**src/sv/oaht_ram.sv**
```systemverilog
// generic simple dual-port ram, one write and one registered read port
// no dependencies
`default_nettype none

module oaht_ram #(
    parameter int unsigned WIDTH = 32,
    parameter int unsigned DEPTH = 128
) (
    input  wire                       i_clk,
    input  wire                       i_wr_en,
    input  wire [$clog2(DEPTH)-1:0]   i_wr_addr,
    input  wire [WIDTH-1:0]           i_wr_data,
    input  wire                       i_rd_en,
    input  wire [$clog2(DEPTH)-1:0]   i_rd_addr,
    output logic [WIDTH-1:0]          o_rd_data
);

    logic [WIDTH-1:0] r_mem [DEPTH];

    always_ff @(posedge i_clk) begin
        if (i_wr_en) begin
            r_mem[i_wr_addr] <= i_wr_data;
        end
    end

    always_ff @(posedge i_clk) begin
        if (i_rd_en) begin
            o_rd_data <= r_mem[i_rd_addr];
        end
    end

endmodule

`default_nettype wire

```
**config.mk**
```make
export PLATFORM = sky130hd
export DESIGN_NAME = oaht_ram
export DESIGN_NICKNAME = d
export VERILOG_FILES = /design/src/sv/oaht_ram.sv
export SDC_FILE = /design/constraint.sdc
export NUM_CORES = 2
export LEC_CHECK = 0
export BUFFER_PORTS_ARGS = -buffer_cell sky130_fd_sc_hd__buf_2
export CORE_UTILIZATION = 30
export DETAILED_ROUTE_END_ITERATION = 10
export PLACE_DENSITY = 0.49
export SLEW_MARGIN = 20
export SYNTH_ARGS = -nofsm -noshare
export SYNTH_HDL_FRONTEND = slang
export SYNTH_SLANG_ARGS = --single-unit
```
**constraint.sdc**
```tcl
create_clock -name i_clk -period 5.1 [get_ports i_clk]
set_clock_uncertainty 0.15 [all_clocks]
set_input_delay 0.51 -clock i_clk [delete_from_list [all_inputs] [get_ports i_clk]]
set_output_delay 0.51 -clock i_clk [all_outputs]
set_load 0.01 [all_outputs]
```
==> results.md <==
- EDFF count, synth: 4128
- CTS root buffer: clkbuf_16
- CTS tree: yes
- Cell taking the most area after synthesis: edfxtp_1
- Minimum clock period: around 3.5 ns
- Reg power frac: between 50 and 60%
- PwrDens: roughly 390 mW/mm2
- Peak Freq: a little under 300 MHz
- Hold WC Path Type: in -> reg
- Gate Count Post-Synth: between 5000 and 6000
- Worst vdd ir: ~0.32 mV
- Drt drc: 0
- Top cell type's share of synthesized area: around 80%
- Setup TNS: 0 ns
- Post-synth ARST share: 0%
- Gr usage total: between 10% and 20%
- Mapped Area: 0.1566 mm2
- Detailed-route wire length per cell: between 30 and 40 um
- Number of vias in the routed layout: roughly 72000
- Die W: between 700 and 800 um
- H-tree levels: 5
- First-pass GRT wire length: 638500 um
- Initial antenna violation count: 76
- Core Rows: 264
- Synthesis-stage register bit count: between 4000 and 5000
- Clk pin slew, worst setup/hold paths: roughly 0.060 ns
- Placed wire-length estimate: ~270000 um
- Net Switching: around 16 mW
- Worst Path Arrival: 4.08 ns
- Post-cts resize count: 0
- Final Hold Fails: 0
- Clock latency on the worst-skew pair: roughly 1.0 ns
- DR vias/cell: slightly above 5
- List of most frequent post-synthesis cells: edfxtp_1 (4128), mux4_2 (1344), clkbuf_1 (182)
- Syn nets: 6039
- CP Cell Sequence: buf_12 -> buf_12 -> buf_12 -> buf_4 -> mux4_2 -> mux4_2 -> mux4_2 -> mux2_2
- Postcts setup bufs: 0
- Dpl cell area: around 0.17 mm2
- Final WL: around 470000 um
- Largest net degree at the start of global routing: 97
- Net Sw Frac: between 20 and 25%
- Ranking of synthesized cells by area: edfxtp_1 (79%), mux4_2 (19%), clkbuf_1 (0.44%)
- Core region area: roughly 0.52 mm2
- Top FF cell, synth: edfxtp_1
- Final core occ: between 30% and 40%
- Setup crit end kind: register
- CTS Buffer Depth: 4
- Fillers: between 40000 and 50000
- Yosys Warn Count: 0
- Antenna Nets Post-Route: 0
- Syn-to-layout area delta: 16.88%
- WS Path Type: in -> reg
- Die H: 724.5 um
- Count leader, synth: edfxtp_1
- First DRT Iteration DRCs: around 8900
- Starting Density: between 30% and 40%
- Sequential-to-total area share from yosys stat: 79.16%
- Layout cell share with drive strength beyond 1: 36.57%
- CP peak stage delay: between 0.6 and 0.7 ns
- Synth cell types: 16
- Setup violators final: 0
- Nets: between 6000 and 7000
- Worst-Margin Slew: ~1.1 ns
- I/O Pins: 81
- Final Cell Area: roughly 0.18 mm2
- Internal: around 56 mW
- Die area: between 0.5 and 0.6 mm2
- Post-synthesis average cell area: roughly 26 um2
- Period utilization: 67.78%
- Crit Path Max Fanout: 45
- Comb pwr share: under 10%
- Total gr overflow: 0
- Outcome: finished clean
- Pre-antenna DRT Iters: 5
- Inserted Clock Buffers: 424
- RSZ-0062 raised after global routing: false
- RePlAce Congestion: roughly 0.77
- Crit-path slowest cell: mux4_2
- Vias in the first global route: between 70000 and 80000
- Clk network pwr share: a little over two fifths
- CP Data Required Time: approximately 5.7 ns
- I/O Buffers: 80
- Max_cap viols: 0
- Fin. max-slew vios: 0
- Critical Path Source Type: primary input
- Slew headroom: between 20% and 30%
- Clock Sinks: 4128
- P_leak: around 55 nW
power by group through the flow:
stage | clock, mW | combinational, mW | sequential, mW
2_1_floorplan | 0 | 1.81 | 38.3
3_3_place_gp | 0 | 3.86 | 38.3
3_5_place_dp | 0 | 3.92 | 38.3
4_1_cts | 30.8 | 3.95 | 37.6
5_1_grt | 32.1 | 4.04 | 37.6
6_report | 30.3 | 3.87 | 37.6
critical path: cells and delay by family:
| family | cells | cell delay [ns] |
|---|---|---|
| multiplexers | 4 | 2.04 |
| buffers and inverters | 4 | 1.26 |
metal layers:
layer | track usage, % | part of all wire (%)
met1 | 24.25 | 42
met2 | 29.14 | 49
met3 | 3.077 | 6.8
met4 | 4.820 | 2.7
met5 | 0 | 0.023
kinds of logic (layout without fill, tap and decap cells):
family                 after synthesis  count (layout)  share of synthesized area [%]
other                                0              44                              0
muxes                             1376            1376                          19.56
DFF                               4128            4128                          79.16
and+or+nand+nor                    170             170                         0.4450
buffers and inverters              316            1261                         0.8373
cell type report:
class / count / area, um2 / area share, %
antenna: 44 / 110.1 / 0.06016
clock buffer: 520 / 10970 / 5.994
clock inverter: 256 / 2394 / 1.308
multi-input combinational: 1546 / 32290 / 17.64
sequential: 4128 / 124000 / 67.73
tap: 6916 / 8653 / 4.728
timing repair buffer: 485 / 4653 / 2.542
placed cells by master (no fill, tap or decap):
cell type | Yosys | layout
clkinv_1 | 0 | 107
clkbuf_1 | 182 | 96
nand3_2 | 0 | 4
clkinv_16 | 0 | 9
bufinv_16 | 0 | 31
buf_4 | 3 | 326
clkbuf_16 | 0 | 424
nand2_1 | 14 | 11
nor2_1 | 122 | 3
mux2_2 | 32 | 32
edfxtp_1 | 4128 | 4128
inv_8 | 0 | 3
buf_16 | 0 | 1
nand2_2 | 0 | 3
buf_8 | 0 | 3
nor2b_1 | 7 | 7
clkinv_2 | 0 | 75
inv_6 | 0 | 7
inv_16 | 0 | 4
clkinvlp_4 | 0 | 8
nand2b_1 | 2 | 2
clkinv_4 | 0 | 2
buf_6 | 2 | 1
dlygate4sd3_1 | 0 | 33
or3_1 | 1 | 1
buf_2 | 79 | 42
nor2_4 | 0 | 119
nand4_1 | 3 | 3
clkinv_8 | 0 | 10
nor3_2 | 0 | 9
buf_12 | 0 | 79
diode_2 | 0 | 44
mux4_2 | 1344 | 1344
nand3_1 | 12 | 8
metrics by stage:
stage,std cells,total power [mW],hold WS (ns),worst slack [ns]
final,13895,71.75,0.06116,1.643
after global routing,13869,73.70,0.03476,1.609
after CTS,13851,72.41,0.007588,1.747
after detailed placement,13042,42.25,0.7331,0.6226
after global placement,13040,42.18,0.7132,0.6253
after floorplan,5990,40.08,0.4589,1.201
timing repair:
item | in CTS | in global routing
endpoints found under the setup margin | 0 | 0
hold buffers | 33 | 0
hold endpoints to repair | 926 | 0
final timing paths:
path,startpoint,endpoint,slack (ns),cells past startpoint
worst max-delay path,i_rd_addr[0],o_rd_data[8]$_DFFE_PP_,1.64,8
worst min-delay path,i_wr_data[16],r_mem[120][16]$_DFFE_PP_,0.06,1
worst max register to register,r_mem[109][30]$_DFFE_PP_,o_rd_data[30]$_DFFE_PP_,2.10,4
worst min register to register,r_mem[22][9]$_DFFE_PP_,o_rd_data[9]$_DFFE_PP_,1.05,4
registers in the layout, summed over array words and instances (netlist names):
signal	flops
o_rd_data	32
r_mem	4096
Note: power is estimated with default switching activity, not from simulation.
