## src/sv/oaht_pkg.sv

```systemverilog
// package for the open-addressing hash table
// field widths, operation and status codes, register indexes and defaults
// no dependencies
`default_nettype none

package oaht_pkg;

    localparam int unsigned MODE_W   = 2;
    localparam int unsigned VALUE_W  = 31;
    localparam int unsigned STATUS_W = 3;
    localparam int unsigned POS_W    = 7;
    localparam int unsigned COUNT_W  = 8;
    localparam int unsigned SIZE_W   = 8;
    localparam int unsigned CFG_IDX_W = 1;

    localparam int unsigned DEF_TABLE_DEPTH = 128;

    localparam logic [MODE_W-1:0] MODE_INSERT = 2'd0;
    localparam logic [MODE_W-1:0] MODE_SEARCH = 2'd1;
    localparam logic [MODE_W-1:0] MODE_DELETE = 2'd2;

    localparam logic [STATUS_W-1:0] ST_DONE      = 3'd0;
    localparam logic [STATUS_W-1:0] ST_NOT_FOUND = 3'd1;
    localparam logic [STATUS_W-1:0] ST_FULL      = 3'd2;
    localparam logic [STATUS_W-1:0] ST_EMPTY     = 3'd3;
    localparam logic [STATUS_W-1:0] ST_NO_SLOT   = 3'd4;

    localparam logic [CFG_IDX_W-1:0] CFG_TABLE_SIZE = 1'd0;
    localparam logic [CFG_IDX_W-1:0] CFG_PROBE_MODE = 1'd1;

    localparam logic [SIZE_W-1:0] RST_TABLE_SIZE = 8'd128;

endpackage

`default_nettype wire

```

## src/sv/oaht_mod_unit.sv

```systemverilog
// iterative remainder unit, value mod size, two quotient bits per cycle
// depends on oaht_pkg
`default_nettype none

module oaht_mod_unit (
    input  wire                          i_clk,
    input  wire                          i_rst_n,
    input  wire                          i_start,
    input  wire [oaht_pkg::VALUE_W-1:0]  i_dividend,
    input  wire [oaht_pkg::SIZE_W-1:0]   i_divisor,
    output logic                         o_done,
    output logic [oaht_pkg::SIZE_W-1:0]  o_rem
);
    import oaht_pkg::*;

    localparam int unsigned DVD_W = VALUE_W + (VALUE_W % 2);
    localparam int unsigned STEPS = DVD_W / 2;
    localparam int unsigned CNT_W = (STEPS > 1) ? $clog2(STEPS) : 1;

    logic                r_busy;
    logic                r_done;
    logic [CNT_W-1:0]    r_cnt;
    logic [DVD_W-1:0]    r_dvd;
    logic [SIZE_W-1:0]   r_div;
    logic [SIZE_W-1:0]   r_rem;
    logic [SIZE_W-1:0]   n_rem;

    always_comb begin
        logic [SIZE_W:0] t;
        logic [SIZE_W-1:0] rem;
        rem = r_rem;
        for (int b = 0; b < 2; b++) begin
            t = {rem, r_dvd[DVD_W-1-b]};
            if (t >= {1'b0, r_div}) begin
                t = t - {1'b0, r_div};
            end
            rem = t[SIZE_W-1:0];
        end
        n_rem = rem;
    end

    always_ff @(posedge i_clk) begin
        if (!i_rst_n) begin
            r_busy <= 1'b0;
            r_done <= 1'b0;
            r_cnt  <= '0;
        end else begin
            r_done <= 1'b0;
            if (i_start) begin
                r_busy <= 1'b1;
                r_cnt  <= '0;
            end else if (r_busy) begin
                r_cnt <= r_cnt + 1'b1;
                if (r_cnt == CNT_W'(STEPS - 1)) begin
                    r_busy <= 1'b0;
                    r_done <= 1'b1;
                end
            end
        end
    end

    always_ff @(posedge i_clk) begin
        if (i_start) begin
            r_dvd <= DVD_W'(i_dividend);
            r_div <= i_divisor;
            r_rem <= '0;
        end else if (r_busy) begin
            r_dvd <= {r_dvd[DVD_W-3:0], 2'b00};
            r_rem <= n_rem;
        end
    end

    assign o_done = r_done;
    assign o_rem  = r_rem;

endmodule

`default_nettype wire

```

## config.mk

```make
export PLATFORM = sky130hd
export DESIGN_NAME = oaht_mod_unit
export DESIGN_NICKNAME = d
export VERILOG_FILES = /design/src/sv/oaht_pkg.sv /design/src/sv/oaht_mod_unit.sv
export SDC_FILE = /design/constraint.sdc
export NUM_CORES = 1
export LEC_CHECK = 0
export ABC_AREA = 1
export CORE_ASPECT_RATIO = 2
export CORE_MARGIN = 2
export CORE_UTILIZATION = 45
export DETAILED_ROUTE_END_ITERATION = 8
export DONT_BUFFER_PORTS = 1
export SETUP_SLACK_MARGIN = 0.2
export SYNTH_ARGS = -nofsm -noshare
export SYNTH_HDL_FRONTEND = slang
export SYNTH_SLANG_ARGS = --single-unit
export TNS_END_PERCENT = 5
```

## constraint.sdc

```tcl
create_clock -name i_clk -period 2.7 [get_ports i_clk]
set_input_delay 0.54 -clock i_clk [delete_from_list [all_inputs] [get_ports i_clk]]
set_output_delay 0.54 -clock i_clk [all_outputs]
set_load 0.1 [all_outputs]
```

==> run metrics <==
combinational share of power 0.703; Ys Warns 0; gr usage total 0.212; Final Critical Period 2820 ps; I/O pin count 51; post-layout util 0.632; Syn-to-layout area delta 37.9%; clock transition at the registers of the reported paths 70 ps; layout cells sized above 1 0.385; drt drc 0; Post-Synth XOR/XNOR Area 0.0222; Clock Power Share 0.108; Die Ht 122 µm; initial core utilization 0.459; vias in the first global route 2859; final worst setup slack -118 ps; Nets 517; CTS Buf Count 5; hold crit path type primary input to register; die area 7740 µm²; Setup Viol. Count Final 8; Final Hold Vio Count 0; ANT cells 0; mux share of post-synthesis cell area 0; RSZ-0062 raised after global routing true; Post-DP HPWL 5950 µm; switching portion of total power 0.453; CTS tree built; most used cell, CP nand2_1; antenna-violating nets left 0; Clock Latency Late Sink 290 ps; Internal 3.24 mW; Post-Route WL 7620 µm; Core Rows 43; Critical Path End Type register; CP max stage delay 340 ps; Placer Congestion 0.847; Root Driver clkbuf_16; leak pwr 2.01 nW; placed cell area 3860 µm²; initial antenna violation count 0; vias per cell 4.89; pin count of the biggest net entering global routing 43; Syn Inst Count 383; Die Wd 63.2 µm; Slew Viols, Final 0; outcome finished with violations; commonest cells after routing, fill and taps aside nand2_1, buf_4, edfxtp_1, inv_1, nand2_2; syn nets 444; Final Skew 2.73 ps; dpl ws -345 ps; CTS H-tree depth 2; post-synthesis cell area 3160 µm²; Compound-Gate Fraction of Synth Area 0.0408; sequential-to-total area share from yosys stat 0.466; largest family of logic cells by synthesized area simple AND/OR/NAND/NOR gates; critical-path cell list inv_2, ha_4, nand2_4, nor3_4, nand2_8, nand2_8, nand2_1, o21ai_4, inv_2, ha_4, nand2_4, nor2_4, buf_4, a21oi_4, buf_4, nand4_4, nand2_1, nand3_1, nand2_1; vias 2674; # hold bufs at CTS 0; max_cap viols 0; worst-case clock buffer depth 2; core box area 6890 µm²; Sink Count 54; maximum clock frequency 0.355 GHz; Distinct cells, synth 35; GRT overflow 0; CP required 2930 ps; fill cell count 635; worst slew pin tran 940 ps; port buffer count 0; fraction of the mapped netlist area in simple logic gates 0.323; WS Path Type register to register; R2R setup slack -120 ps; Seq pwr share 0.189; worst path arrival time 3050 ps; design area 4350 µm²; Sw Pwr 2.68 mW; critical path's slowest cell edfxtp_1; fin crit share 1.04; setup TNS -775 ps; syn avg cell area 8.25 µm²; Setup crit start kind register; worst-path fanout max 8; WL/cell 13.9 µm; first-pass iteration count of the detailed router 4; Max-slew headroom 0.373; flops & latches, synth 54; failing checks setup timing; most common cell after layout, fill and taps aside nand2_1; first-pass GRT wire length 12600 µm; Max VDD drop 0.746 mV; PD cells 1360 nW/µm²; DR iter-0 viols 77; Synth Area in Adders 0.0800
==> Yosys cell counts, drive strengths merged <==
cell    count  area, µm²
a211oi      1       7.51
fa          2       40.0
nand2     172        686
ha         17        213
nor3        5       36.3
buf         2       27.5
xor2        3       26.3
nor4        1       6.26
nand3b      1       7.51
nand4       2       18.8
xnor2       5       43.8
inv        44        165
nand3      25        143
nor2       18       96.3
clkbuf      6       22.5
dfxtp      15        300
a21oi      11       55.1
o21ai       8       51.3
or2         3       18.8
edfxtp     39       1170
nor3b       1       7.51
o211ai      2       15.0
==> cell type report <==
class,count,area [µm²],area share
flip-flops and latches,54,1500,0.345
repair buffers,73,556,0.128
clock buffers,6,129,0.0296
clock inverters,2,17.5,0.00402
inverters,44,170,0.0391
multi-input cells,278,1870,0.429
well taps,90,113,0.0259
==> power groups by stage <==
stage | registers, mW | logic [mW] | clock network, mW
2_1_floorplan | 1.51 | 2.14 | 0
3_3_place_gp | 1.13 | 3.45 | 0
3_5_place_dp | 1.14 | 3.48 | 0
4_1_cts | 1.12 | 4.02 | 0.662
5_1_grt | 1.13 | 4.53 | 0.685
6_report | 1.12 | 4.16 | 0.641
==> worst paths after layout <==
| path | from | end | depth (start not counted) |
|---|---|---|---|
| worst max-delay path | r_div[6]$_DFFE_PP_ | o_rem[1]$_SDFFE_PP0P_ | 19 |
| worst min-delay path | i_divisor[7] | r_div[7]$_DFFE_PP_ | 0 |
| worst max register to register | r_div[6]$_DFFE_PP_ | o_rem[1]$_SDFFE_PP0P_ | 19 |
| worst min register to register | r_dvd[29]$_DFFE_PP_ | r_dvd[31]$_SDFFE_PP0P_ | 2 |
==> what timing repair did <==
action                                  4_1_cts  5_1_grt
endpoints found under the setup margin        8        8
resized for setup                            38       16
cloned                                        1        0
pin swaps                                    24       28
setup buffers                                12        6
==> logic make-up (layout without fill, tap and decap cells) <==
logic type | Yosys count | count (layout)
AO/OA/AOI/OAI | 22 | 22
XOR/XNOR | 8 | 8
adder cells (fa/ha/maj) | 19 | 19
buffers and inverters | 52 | 125
flip-flops | 54 | 54
AND/OR/NAND/NOR | 228 | 229
==> worst max-delay path, delay by kind of cell (launching register included) <==
kind / cells / cell delay, ps
AND/OR/NAND/NOR: 11 / 1220
AO/OA/AOI/OAI: 2 / 240
flip-flops: 1 / 340
buffers and inverters: 4 / 390
adder cells (fa/ha/maj): 2 / 550
==> sequential cells by signal, indices dropped and copies added (netlist names) <==
register	flops
o_done	1
r_dvd	32
o_rem	8
r_cnt	4
r_div	8
r_busy	1
==> metal layers <==
metal,GRT usage,share of wire,up-vias
met3,0.0293,0.029,15
met4,0.106,0.031,0
met1,0.192,0.34,1233
met5,0,0,-
li1,-,-,1372
met2,0.440,0.60,54
==> metrics by stage <==
stage | cells | total power, mW | hold WS, ps
after detailed placement | 520 | 4.62 | 459
after global routing | 547 | 6.35 | 323
final | 547 | 5.93 | 336
after floorplan | 383 | 3.64 | 422
after CTS | 541 | 5.81 | 330
after global placement | 520 | 4.58 | 457
Power figures use the tool's default switching activity.
